==> src/rtl/pcm_frame_to_mono_int16_unit_macros.svh <==
// Assertion macros shared by the RTL; clk and arst_n must be in scope.
`ifndef PCM_FRAME_TO_MONO_INT16_UNIT_MACROS_SVH
`define PCM_FRAME_TO_MONO_INT16_UNIT_MACROS_SVH

// Antecedent in this cycle implies consequent in the next.
`define PCMM_ASSERT_NEXT(lbl, ante, cons, msg) \
	lbl: assert property (@(posedge clk) disable iff (!arst_n) (ante) |=> (cons)) \
		else $error(msg);

// Antecedent implies consequent in the same cycle.
`define PCMM_ASSERT_SAME(lbl, ante, cons, msg) \
	lbl: assert property (@(posedge clk) disable iff (!arst_n) (ante) |-> (cons)) \
		else $error(msg);

`endif

==> src/rtl/pcmm_pkg.sv <==
`default_nettype none
package pcmm_pkg;
	localparam int unsigned FMT_W    = 3;
	localparam int unsigned CNT_W    = 3;
	localparam int unsigned CFG_IDX_W = 1;
	localparam int unsigned CFG_DAT_W = 3;
	localparam int unsigned RAW_W    = 32;
	localparam int unsigned SMP_W    = 16;

	localparam logic [FMT_W-1:0] FMT_UNKNOWN = 3'd0;
	localparam logic [FMT_W-1:0] FMT_U8      = 3'd1;
	localparam logic [FMT_W-1:0] FMT_S16     = 3'd2;
	localparam logic [FMT_W-1:0] FMT_S32     = 3'd3;
	localparam logic [FMT_W-1:0] FMT_F32     = 3'd4;

	localparam logic [CFG_IDX_W-1:0] REG_SAMPLE_FORMAT = 1'd0;
	localparam logic [CFG_IDX_W-1:0] REG_CHANNEL_COUNT = 1'd1;

	localparam logic [FMT_W-1:0] RST_FORMAT = FMT_S16;
	localparam logic [CNT_W-1:0] RST_COUNT  = 3'd1;

	localparam logic [14:0] FULL_SCALE = 15'd32767;

	typedef enum logic [1:0] {
		KIND_DIRECT = 2'd0,
		KIND_ZERO   = 2'd1,
		KIND_SAT    = 2'd2,
		KIND_NORM   = 2'd3
	} kind_t;
endpackage
`default_nettype wire

==> src/rtl/pcmm_in_if.sv <==
`default_nettype none
interface pcmm_in_if;
	import pcmm_pkg::*;
	logic             valid;
	logic             ready;
	logic [RAW_W-1:0] left_raw;
	logic [RAW_W-1:0] right_raw;
	modport source (output valid, left_raw, right_raw, input ready);
	modport sink   (input valid, left_raw, right_raw, output ready);
endinterface
`default_nettype wire

==> src/rtl/pcmm_out_if.sv <==
`default_nettype none
interface pcmm_out_if;
	import pcmm_pkg::*;
	logic                     valid;
	logic                     ready;
	logic signed [SMP_W-1:0]  mono_sample;
	modport source (output valid, mono_sample, input ready);
	modport sink   (input valid, mono_sample, output ready);
endinterface
`default_nettype wire

==> src/rtl/pcmm_chan_conv.sv <==
`default_nettype none
// Three-stage conversion of one channel word to a signed 16-bit sample.
module pcmm_chan_conv
	import pcmm_pkg::*;
(
	input  wire logic                    clk,
	input  wire logic                    en,
	input  wire logic [FMT_W-1:0]        fmt,
	input  wire logic [RAW_W-1:0]        raw,
	output logic signed [SMP_W-1:0]      sample
);
	// stage 1: decode, mantissa times full scale
	kind_t              kind_d;
	logic [SMP_W-1:0]   direct_d;
	logic [4:0]         kb_d;
	logic [7:0]         expo;
	logic [22:0]        man;

	kind_t              kind_s1;
	logic               sign_s1;
	logic [SMP_W-1:0]   direct_s1;
	logic [38:0]        prod_s1;
	logic [4:0]         kb_s1;

	assign expo = raw[30:23];
	assign man  = raw[22:0];

	always_comb begin
		kind_d   = KIND_DIRECT;
		direct_d = raw[15:0];
		kb_d     = 5'(8'd127 - expo);
		case (fmt)
			FMT_U8: begin
				direct_d = {~raw[7], raw[6:0], 8'h00};
			end
			FMT_S16: begin
				direct_d = raw[15:0];
			end
			FMT_S32: begin
				direct_d = raw[31:16];
			end
			default: begin
				if (expo == 8'hFF && man != 23'd0)
					kind_d = KIND_ZERO;
				else if (expo >= 8'd127)
					kind_d = KIND_SAT;
				else if (expo < 8'd100)
					kind_d = KIND_ZERO;
				else
					kind_d = KIND_NORM;
			end
		endcase
	end

	always_ff @(posedge clk) begin
		if (en) begin
			kind_s1   <= kind_d;
			sign_s1   <= raw[31];
			direct_s1 <= direct_d;
			prod_s1   <= {1'b1, man} * FULL_SCALE;
			kb_s1     <= kb_d;
		end
	end

	// stage 2: round the product to single precision
	logic [23:0] mant_c;
	logic        grd_c;
	logic        stk_c;
	logic [5:0]  k_c;

	kind_t              kind_s2;
	logic               sign_s2;
	logic [SMP_W-1:0]   direct_s2;
	logic [24:0]        r_s2;
	logic [5:0]         k_s2;

	always_comb begin
		if (prod_s1[38]) begin
			mant_c = prod_s1[38:15];
			grd_c  = prod_s1[14];
			stk_c  = |prod_s1[13:0];
			k_c    = 6'({1'b0, kb_s1} + 6'd8);
		end else begin
			mant_c = prod_s1[37:14];
			grd_c  = prod_s1[13];
			stk_c  = |prod_s1[12:0];
			k_c    = 6'({1'b0, kb_s1} + 6'd9);
		end
	end

	always_ff @(posedge clk) begin
		if (en) begin
			kind_s2   <= kind_s1;
			sign_s2   <= sign_s1;
			direct_s2 <= direct_s1;
			r_s2      <= {1'b0, mant_c} + 25'(grd_c & (stk_c | mant_c[0]));
			k_s2      <= k_c;
		end
	end

	// stage 3: round to integer, ties to even, and select the result
	logic [50:0] shf;
	logic [14:0] q;
	logic [14:0] mag;
	logic signed [SMP_W-1:0] res_c;

	assign shf = {r_s2, 26'd0} >> k_s2;
	assign q   = shf[40:26];
	assign mag = q + 15'(shf[25] & ((|shf[24:0]) | q[0]));

	always_comb begin
		case (kind_s2)
			KIND_DIRECT: res_c = direct_s2;
			KIND_ZERO:   res_c = '0;
			KIND_SAT:    res_c = sign_s2 ? -$signed({1'b0, FULL_SCALE})
			                             : $signed({1'b0, FULL_SCALE});
			KIND_NORM:   res_c = sign_s2 ? -$signed({1'b0, mag}) : $signed({1'b0, mag});
			default:     res_c = '0;
		endcase
	end

	always_ff @(posedge clk) begin
		if (en)
			sample <= res_c;
	end
endmodule
`default_nettype wire

==> src/rtl/pcm_frame_to_mono_int16_unit.sv <==
`default_nettype none
// PCM frame to mono int16 converter. Each accepted item is one frame (left and
// right raw words); it yields one signed 16-bit mono sample, and one frame can
// be accepted every cycle while the output is not held. The stages follow the
// float path: decode and mantissa multiply, rounding to single precision,
// rounding to integer, then the stereo sum and halving in the output register.
// The whole pipeline advances together; when the output is held the input is
// stalled. Frames taken while the format is unknown or the channel count is
// not one or two give no result. Configure only while the block is idle.
module pcm_frame_to_mono_int16_unit
	import pcmm_pkg::*;
(
	input  wire logic                  clk,
	input  wire logic                  arst_n,
	input  wire logic                  cfg_we,
	input  wire logic [CFG_IDX_W-1:0]  cfg_index,
	input  wire logic [CFG_DAT_W-1:0]  cfg_data,
	pcmm_in_if.sink                    in_item,
	pcmm_out_if.source                 out_item
);
	logic [FMT_W-1:0] fmt_q;
	logic [CNT_W-1:0] cnt_q;

	// configuration registers
	always_ff @(posedge clk or negedge arst_n) begin
		if (!arst_n) begin
			fmt_q <= RST_FORMAT;
			cnt_q <= RST_COUNT;
		end else if (cfg_we) begin
			case (cfg_index)
				REG_SAMPLE_FORMAT: fmt_q <= cfg_data;
				REG_CHANNEL_COUNT: cnt_q <= cfg_data;
				default: ;
			endcase
		end
	end

	logic en;
	logic take;
	logic cfg_ok;
	logic v_s1, v_s2, v_s3, v_s4;
	logic two_s1, two_s2, two_s3;
	logic signed [SMP_W-1:0] left_smp;
	logic signed [SMP_W-1:0] right_smp;
	logic signed [SMP_W-1:0] mono_s4;

	// advance everything unless a finished sample is being held
	assign en     = !v_s4 || out_item.ready;
	assign take   = in_item.valid && en;
	assign cfg_ok = (fmt_q == FMT_U8 || fmt_q == FMT_S16 || fmt_q == FMT_S32 ||
	                 fmt_q == FMT_F32) && (cnt_q == 3'd1 || cnt_q == 3'd2);

	assign in_item.ready = en;

	pcmm_chan_conv u_left (
		.clk    (clk),
		.en     (en),
		.fmt    (fmt_q),
		.raw    (in_item.left_raw),
		.sample (left_smp)
	);

	pcmm_chan_conv u_right (
		.clk    (clk),
		.en     (en),
		.fmt    (fmt_q),
		.raw    (in_item.right_raw),
		.sample (right_smp)
	);

	// valid bits travel with the data; drop items under a bad configuration
	always_ff @(posedge clk or negedge arst_n) begin
		if (!arst_n) begin
			v_s1 <= 1'b0;
			v_s2 <= 1'b0;
			v_s3 <= 1'b0;
			v_s4 <= 1'b0;
		end else if (en) begin
			v_s1 <= take && cfg_ok;
			v_s2 <= v_s1;
			v_s3 <= v_s2;
			v_s4 <= v_s3;
		end
	end

	always_ff @(posedge clk) begin
		if (en) begin
			two_s1 <= (cnt_q == 3'd2);
			two_s2 <= two_s1;
			two_s3 <= two_s2;
		end
	end

	// downmix: sum and halve, truncating toward zero
	logic signed [SMP_W:0] sum_c;
	logic signed [SMP_W:0] adj_c;

	assign sum_c = two_s3 ? (SMP_W+1)'(left_smp) + (SMP_W+1)'(right_smp)
	                      : (SMP_W+1)'(left_smp);
	assign adj_c = sum_c + (SMP_W+1)'(sum_c[SMP_W]);

	always_ff @(posedge clk) begin
		if (en)
			mono_s4 <= two_s3 ? SMP_W'(adj_c >>> 1) : left_smp;
	end

	assign out_item.valid       = v_s4;
	assign out_item.mono_sample = mono_s4;

	`include "pcm_frame_to_mono_int16_unit_macros.svh"

	`PCMM_ASSERT_NEXT(a_bad_cfg_drop, take && !cfg_ok, !v_s1, "item entered under bad config")
	`PCMM_ASSERT_NEXT(a_stall_hold, v_s1 && !en, v_s1, "stage 1 item lost in stall")
	`PCMM_ASSERT_NEXT(a_s3_to_out, v_s3 && en, v_s4, "stage 3 item did not reach output")
	`PCMM_ASSERT_SAME(a_no_take_full, v_s4 && !out_item.ready, !in_item.ready,
		"input taken while output held")
endmodule
`default_nettype wire
==> src/flat_wrapper.sv <==
// flat-port wrapper written by rule: the top's interface ports become plain ports
module pcm_frame_to_mono_int16_unit_flat import pcmm_pkg::*;
  (clk, arst_n, cfg_we, cfg_index, cfg_data, in_item_valid, in_item_left_raw, in_item_right_raw, in_item_ready, out_item_valid, out_item_mono_sample, out_item_ready);
  pcmm_in_if in_item_i ();
  pcmm_out_if out_item_i ();
  input  wire logic clk;
  input  wire logic arst_n;
  input  wire logic cfg_we;
  input  wire logic [CFG_IDX_W-1:0] cfg_index;
  input  wire logic [CFG_DAT_W-1:0] cfg_data;
  input wire logic [$bits(in_item_i.valid)-1:0] in_item_valid;
  input wire logic [$bits(in_item_i.left_raw)-1:0] in_item_left_raw;
  input wire logic [$bits(in_item_i.right_raw)-1:0] in_item_right_raw;
  output wire logic [$bits(in_item_i.ready)-1:0] in_item_ready;
  output wire logic [$bits(out_item_i.valid)-1:0] out_item_valid;
  output wire logic [$bits(out_item_i.mono_sample)-1:0] out_item_mono_sample;
  input wire logic [$bits(out_item_i.ready)-1:0] out_item_ready;
  assign in_item_i.valid = in_item_valid;
  assign in_item_i.left_raw = in_item_left_raw;
  assign in_item_i.right_raw = in_item_right_raw;
  assign in_item_ready = in_item_i.ready;
  assign out_item_valid = out_item_i.valid;
  assign out_item_mono_sample = out_item_i.mono_sample;
  assign out_item_i.ready = out_item_ready;
  pcm_frame_to_mono_int16_unit u_core (.clk(clk), .arst_n(arst_n), .cfg_we(cfg_we), .cfg_index(cfg_index), .cfg_data(cfg_data), .in_item(in_item_i), .out_item(out_item_i));
endmodule
==> config.mk <==
export PLATFORM = sky130hd
export DESIGN_NAME = pcm_frame_to_mono_int16_unit_flat
export DESIGN_NICKNAME = d
export VERILOG_FILES = /design/src/rtl/pcmm_pkg.sv /design/src/rtl/pcmm_in_if.sv /design/src/rtl/pcmm_out_if.sv /design/src/rtl/pcmm_chan_conv.sv /design/src/rtl/pcm_frame_to_mono_int16_unit.sv /design/src/flat_wrapper.sv
export VERILOG_INCLUDE_DIRS = /design/src /design/src/rtl
export SDC_FILE = /design/constraint.sdc
export NUM_CORES = 2
export LEC_CHECK = 0
export BUFFER_PORTS_ARGS = -buffer_cell sky130_fd_sc_hd__buf_2
export CORE_UTILIZATION = 48
export CTS_CLUSTER_SIZE = 8
export DETAILED_ROUTE_END_ITERATION = 16
export PLACE_DENSITY = 0.75
export SYNTH_ARGS = -nofsm -noshare
export SYNTH_HDL_FRONTEND = slang
export SYNTH_SLANG_ARGS = --single-unit
==> constraint.sdc <==
create_clock -name clk -period 24.1 [get_ports clk]
set_clock_uncertainty 0.05 [all_clocks]
set_input_delay 4.82 -clock clk [delete_from_list [all_inputs] [get_ports clk]]
set_output_delay 4.82 -clock clk [all_outputs]
set_load 0.02 [all_outputs]
==> impl_metrics.env <==
export IMPL_outcome="completed"
export IMPL_synth_fp_nets=3834
export IMPL_antenna_found_initial=4
export IMPL_syn_inst=3187
export IMPL_hold_buffers=0
export IMPL_tightest_slew_ns=1.19
export IMPL_grtUsageTotal_pct=23.0
export IMPL_setup_viol=0
export IMPL_die_x_um=263
export IMPL_setup_worst_path_class="in2reg"
export IMPL_syn_area_mm2=0.0326
export IMPL_slowest_delay_ns=0.64
export IMPL_avgRoutedWirePerCell_um=19.2
export IMPL_synth_cell_types=99
export IMPL_crit_start="in_item_right_raw[5]"
export IMPL_yosys_top_cells_count="inv_1 (525), fa_1 (345), edfxtp_1 (277), nand2_1 (240), ha_1 (229)"
export IMPL_drv_cap=0
export IMPL_cp_buffers_inverters=5
export IMPL_syn_avg_cell_area_um2=10.2
export IMPL_cp_end_kind="flip-flop"
export IMPL_routed_via_density=5.75
export IMPL_ys_seq_elements=287
export IMPL_die_area_mm2=0.0690
export IMPL_worstPathMaxFanout=6
export IMPL_gp_congestion=0.979
export IMPL_grt_pass1_vias=23152
export IMPL_routed_via_count=23737
export IMPL_rr_worst_depth=16
export IMPL_r2r_start="u_core.u_left.k_s2[2]$_DFFE_PN_"
export IMPL_post_synth_top_count_cell="inv_1"
export IMPL_drt_antenna_violating_nets=0
export IMPL_cts_path_max_buffers=3
export IMPL_coreArea_mm2=0.0673
export IMPL_crit_chain="buf_2 -> fa_1 -> inv_1 -> fa_1 -> inv_1 -> fa_1 -> fa_1 -> fa_1 -> inv_1 -> fa_1 -> inv_1 -> ha_1 -> a2111oi_0 -> a21oi_1 -> and3_1 -> a221oi_1 -> nor4_1 -> o31ai_1 -> a21oi_1 -> nor4b_1 -> or3_1"
export IMPL_ios=91
export IMPL_cp_top_family="adder cells"
export IMPL_grt_max_degree=85
export IMPL_crit_path_start_kind="input port"
export IMPL_ys_top_cells_by_area="edfxtp_1 (25%), fa_1 (21%), ha_1 (8.8%)"
export IMPL_drt_initial_drc_count=2183
export IMPL_rows=95
export IMPL_slew_violations=0
export IMPL_nNetsFinal=3890
export IMPL_grt_overflow_total=0
export IMPL_synth_seq_area_share_pct=26.3
export IMPL_grt_pass1_wl_mm=126
export IMPL_synth_flop_cell="edfxtp_1"
export IMPL_worstSetupEndpoint="u_core.u_right.prod_s1[37]$_DFFE_PN_"
export IMPL_cts_setup_buffers=0
export IMPL_ys_async_sr_fraction_pct=3.48
export IMPL_path_clk_slew_ns=0.05
export IMPL_synth_area_leader_cell="edfxtp_1"
export IMPL_dpl_hpwl_mm=64.9
export IMPL_regToRegEndpoint="u_core.u_left.sample[14]$_DFFE_PN_"
export IMPL_drtPass1Iterations=6
export IMPL_hold_ws_ns=0.343
export IMPL_finalCritPeriodShare_pct=47.6
export IMPL_slew_headroom_pct=18.3
export IMPL_cts_sink_count=287
export IMPL_wl_mm=79.3
export IMPL_fillCellCount=5932
export IMPL_die_h_um=263
export IMPL_htreeDepth=2
export IMPL_synth_top_area_share_pct=25.5
export IMPL_tns_ns=0
export IMPL_post_cts_resized=0
export IMPL_cp_num_cells=21
export IMPL_drc=0
export IMPL_drive_above_1_share_pct=9.27
export IMPL_diodes=0
export IMPL_cts_buffers=43
export IMPL_cts_root_buf="clkbuf_16"
export IMPL_hold_viol=0
export IMPL_ff2ff_setup_slack_ns=18.95
export IMPL_initial_utilization_pct=48.5
export IMPL_hold_class="reg2reg"
export IMPL_clk_latency_ns=0.56
export IMPL_ys_warn_count=0
export IMPL_areaGrowthSynthToFinish_pct=7.39
export IMPL_rsz0062_at_grt="false"
export IMPL_critPathArrivalTime_ns=11.72
export IMPL_worstPathRequired_ns=24.34
export IMPL_synth_edf_count=277
export IMPL_crit_path_frequent_cell="fa_1"
export IMPL_fin_crit_ns=11.48
export IMPL_crit_slowest_cell="fa_1"
export IMPL_tritoncts="done"
export IMPL_io_buffers=90
export IMPL_max_freq_mhz=87.1
state kept, by name (all words and copies together), names as in the netlist, 2 cells and up:
signal                       count
u_core.u_right.direct_s2        16
u_core.u_left.sample            16
u_core.u_right.sample           16
u_core.u_left.direct_s1         16
u_core.u_left.r_s2              25
u_core.u_right.k_s2              6
u_core.u_left.direct_s2         16
u_core.u_right.prod_s1          39
u_core.u_left.kind_s2            2
u_core.u_left.kb_s1              5
u_core.u_right.r_s2             25
u_core.cnt_q                     3
u_core.u_right.kind_s2           2
u_core.u_left.kind_s1            2
u_core.u_left.k_s2               6
u_core.out_item.mono_sample     16
u_core.u_right.direct_s1        16
u_core.u_left.prod_s1           39
u_core.u_right.kb_s1             5
u_core.fmt_q                     3
u_core.u_right.kind_s1           2
placed cells by master (no fill, tap or decap), drive strengths merged, types with 106 or more instances in the layout:
cell | netlist | layout
buf | 40 | 106
xnor2 | 125 | 125
edfxtp | 277 | 277
fa | 345 | 345
ha | 229 | 229
nand2 | 240 | 240
nor2 | 130 | 130
mux2i | 111 | 111
a21oi | 175 | 175
o21ai | 117 | 117
inv | 526 | 529
area by class of cell:
class / instances / area [um^2] / share of cell area (%)
well taps: 873 / 1090 / 3.12
inverters: 529 / 1990 / 5.67
clock buffers: 52 / 1120 / 3.20
clock inverters: 7 / 93.8 / 0.268
repair buffers: 106 / 571 / 1.63
multi-input cells: 2276 / 21600 / 61.7
flip-flops and latches: 287 / 8570 / 24.5
per-stage QoR:
step	setup WS [ns]	instances	utilization, %	instance area (um^2)
after CTS	12.64	4130	52.1	35000
after floorplan	6.54	3187	-	32600
after global routing	12.18	4130	52.1	35000
after detailed placement	12.03	4071	50.3	33800
final	12.62	4130	52.1	35000
after global placement	12.20	4071	50.3	33800
kinds of logic (layout without fill, tap and decap cells):
logic type	after synthesis	in the layout	synth area share, %
flip-flops	287	287	26.3
AO/OA/AOI/OAI	573	573	11.4
adder cells (fa/ha/maj)	574	574	29.9
AND/OR/NAND/NOR	723	723	11.1
multiplexers	224	224	8.90
buffers and inverters	624	694	7.54
XOR/XNOR	182	182	4.88
how the worst min path moves through the flow:
stage	slack, ns	from	cells after the start	to
2_1_floorplan	0.35	u_core.two_s1$_DFFE_PN_	0	u_core.two_s2$_DFFE_PN_
3_3_place_gp	0.35	u_core.u_right.sign_s1$_DFFE_PN_	0	u_core.u_right.sign_s2$_DFFE_PN_
3_5_place_dp	0.35	u_core.u_left.direct_s1[15]$_DFFE_PN_	0	u_core.u_left.direct_s2[15]$_DFFE_PN_
4_1_cts	0.34	u_core.u_right.kind_s1[0]$_SDFFCE_PP0N_	0	u_core.u_right.kind_s2[0]$_DFFE_PN_
5_1_grt	0.35	u_core.u_right.kind_s1[0]$_SDFFCE_PP0N_	0	u_core.u_right.kind_s2[0]$_DFFE_PN_
6_report	0.34	u_core.u_right.kind_s1[0]$_SDFFCE_PP0N_	0	u_core.u_right.kind_s2[0]$_DFFE_PN_
metal layers:
metal  track usage (%)  part of all wire (%)  vias up  wire length, um
li1                  -                     -    11136                -
met1              33.6                    46    11629            36100
met5                 0                 0.016        -               13
met2              34.9                    44      870            34900
met4              4.86                   1.7        2             1370
met3              5.14                   8.7      100             6890
Power is left out: the tool's default activity adds up to more than one toggle a clock period on the data nets, which glitch-free logic cannot reach.
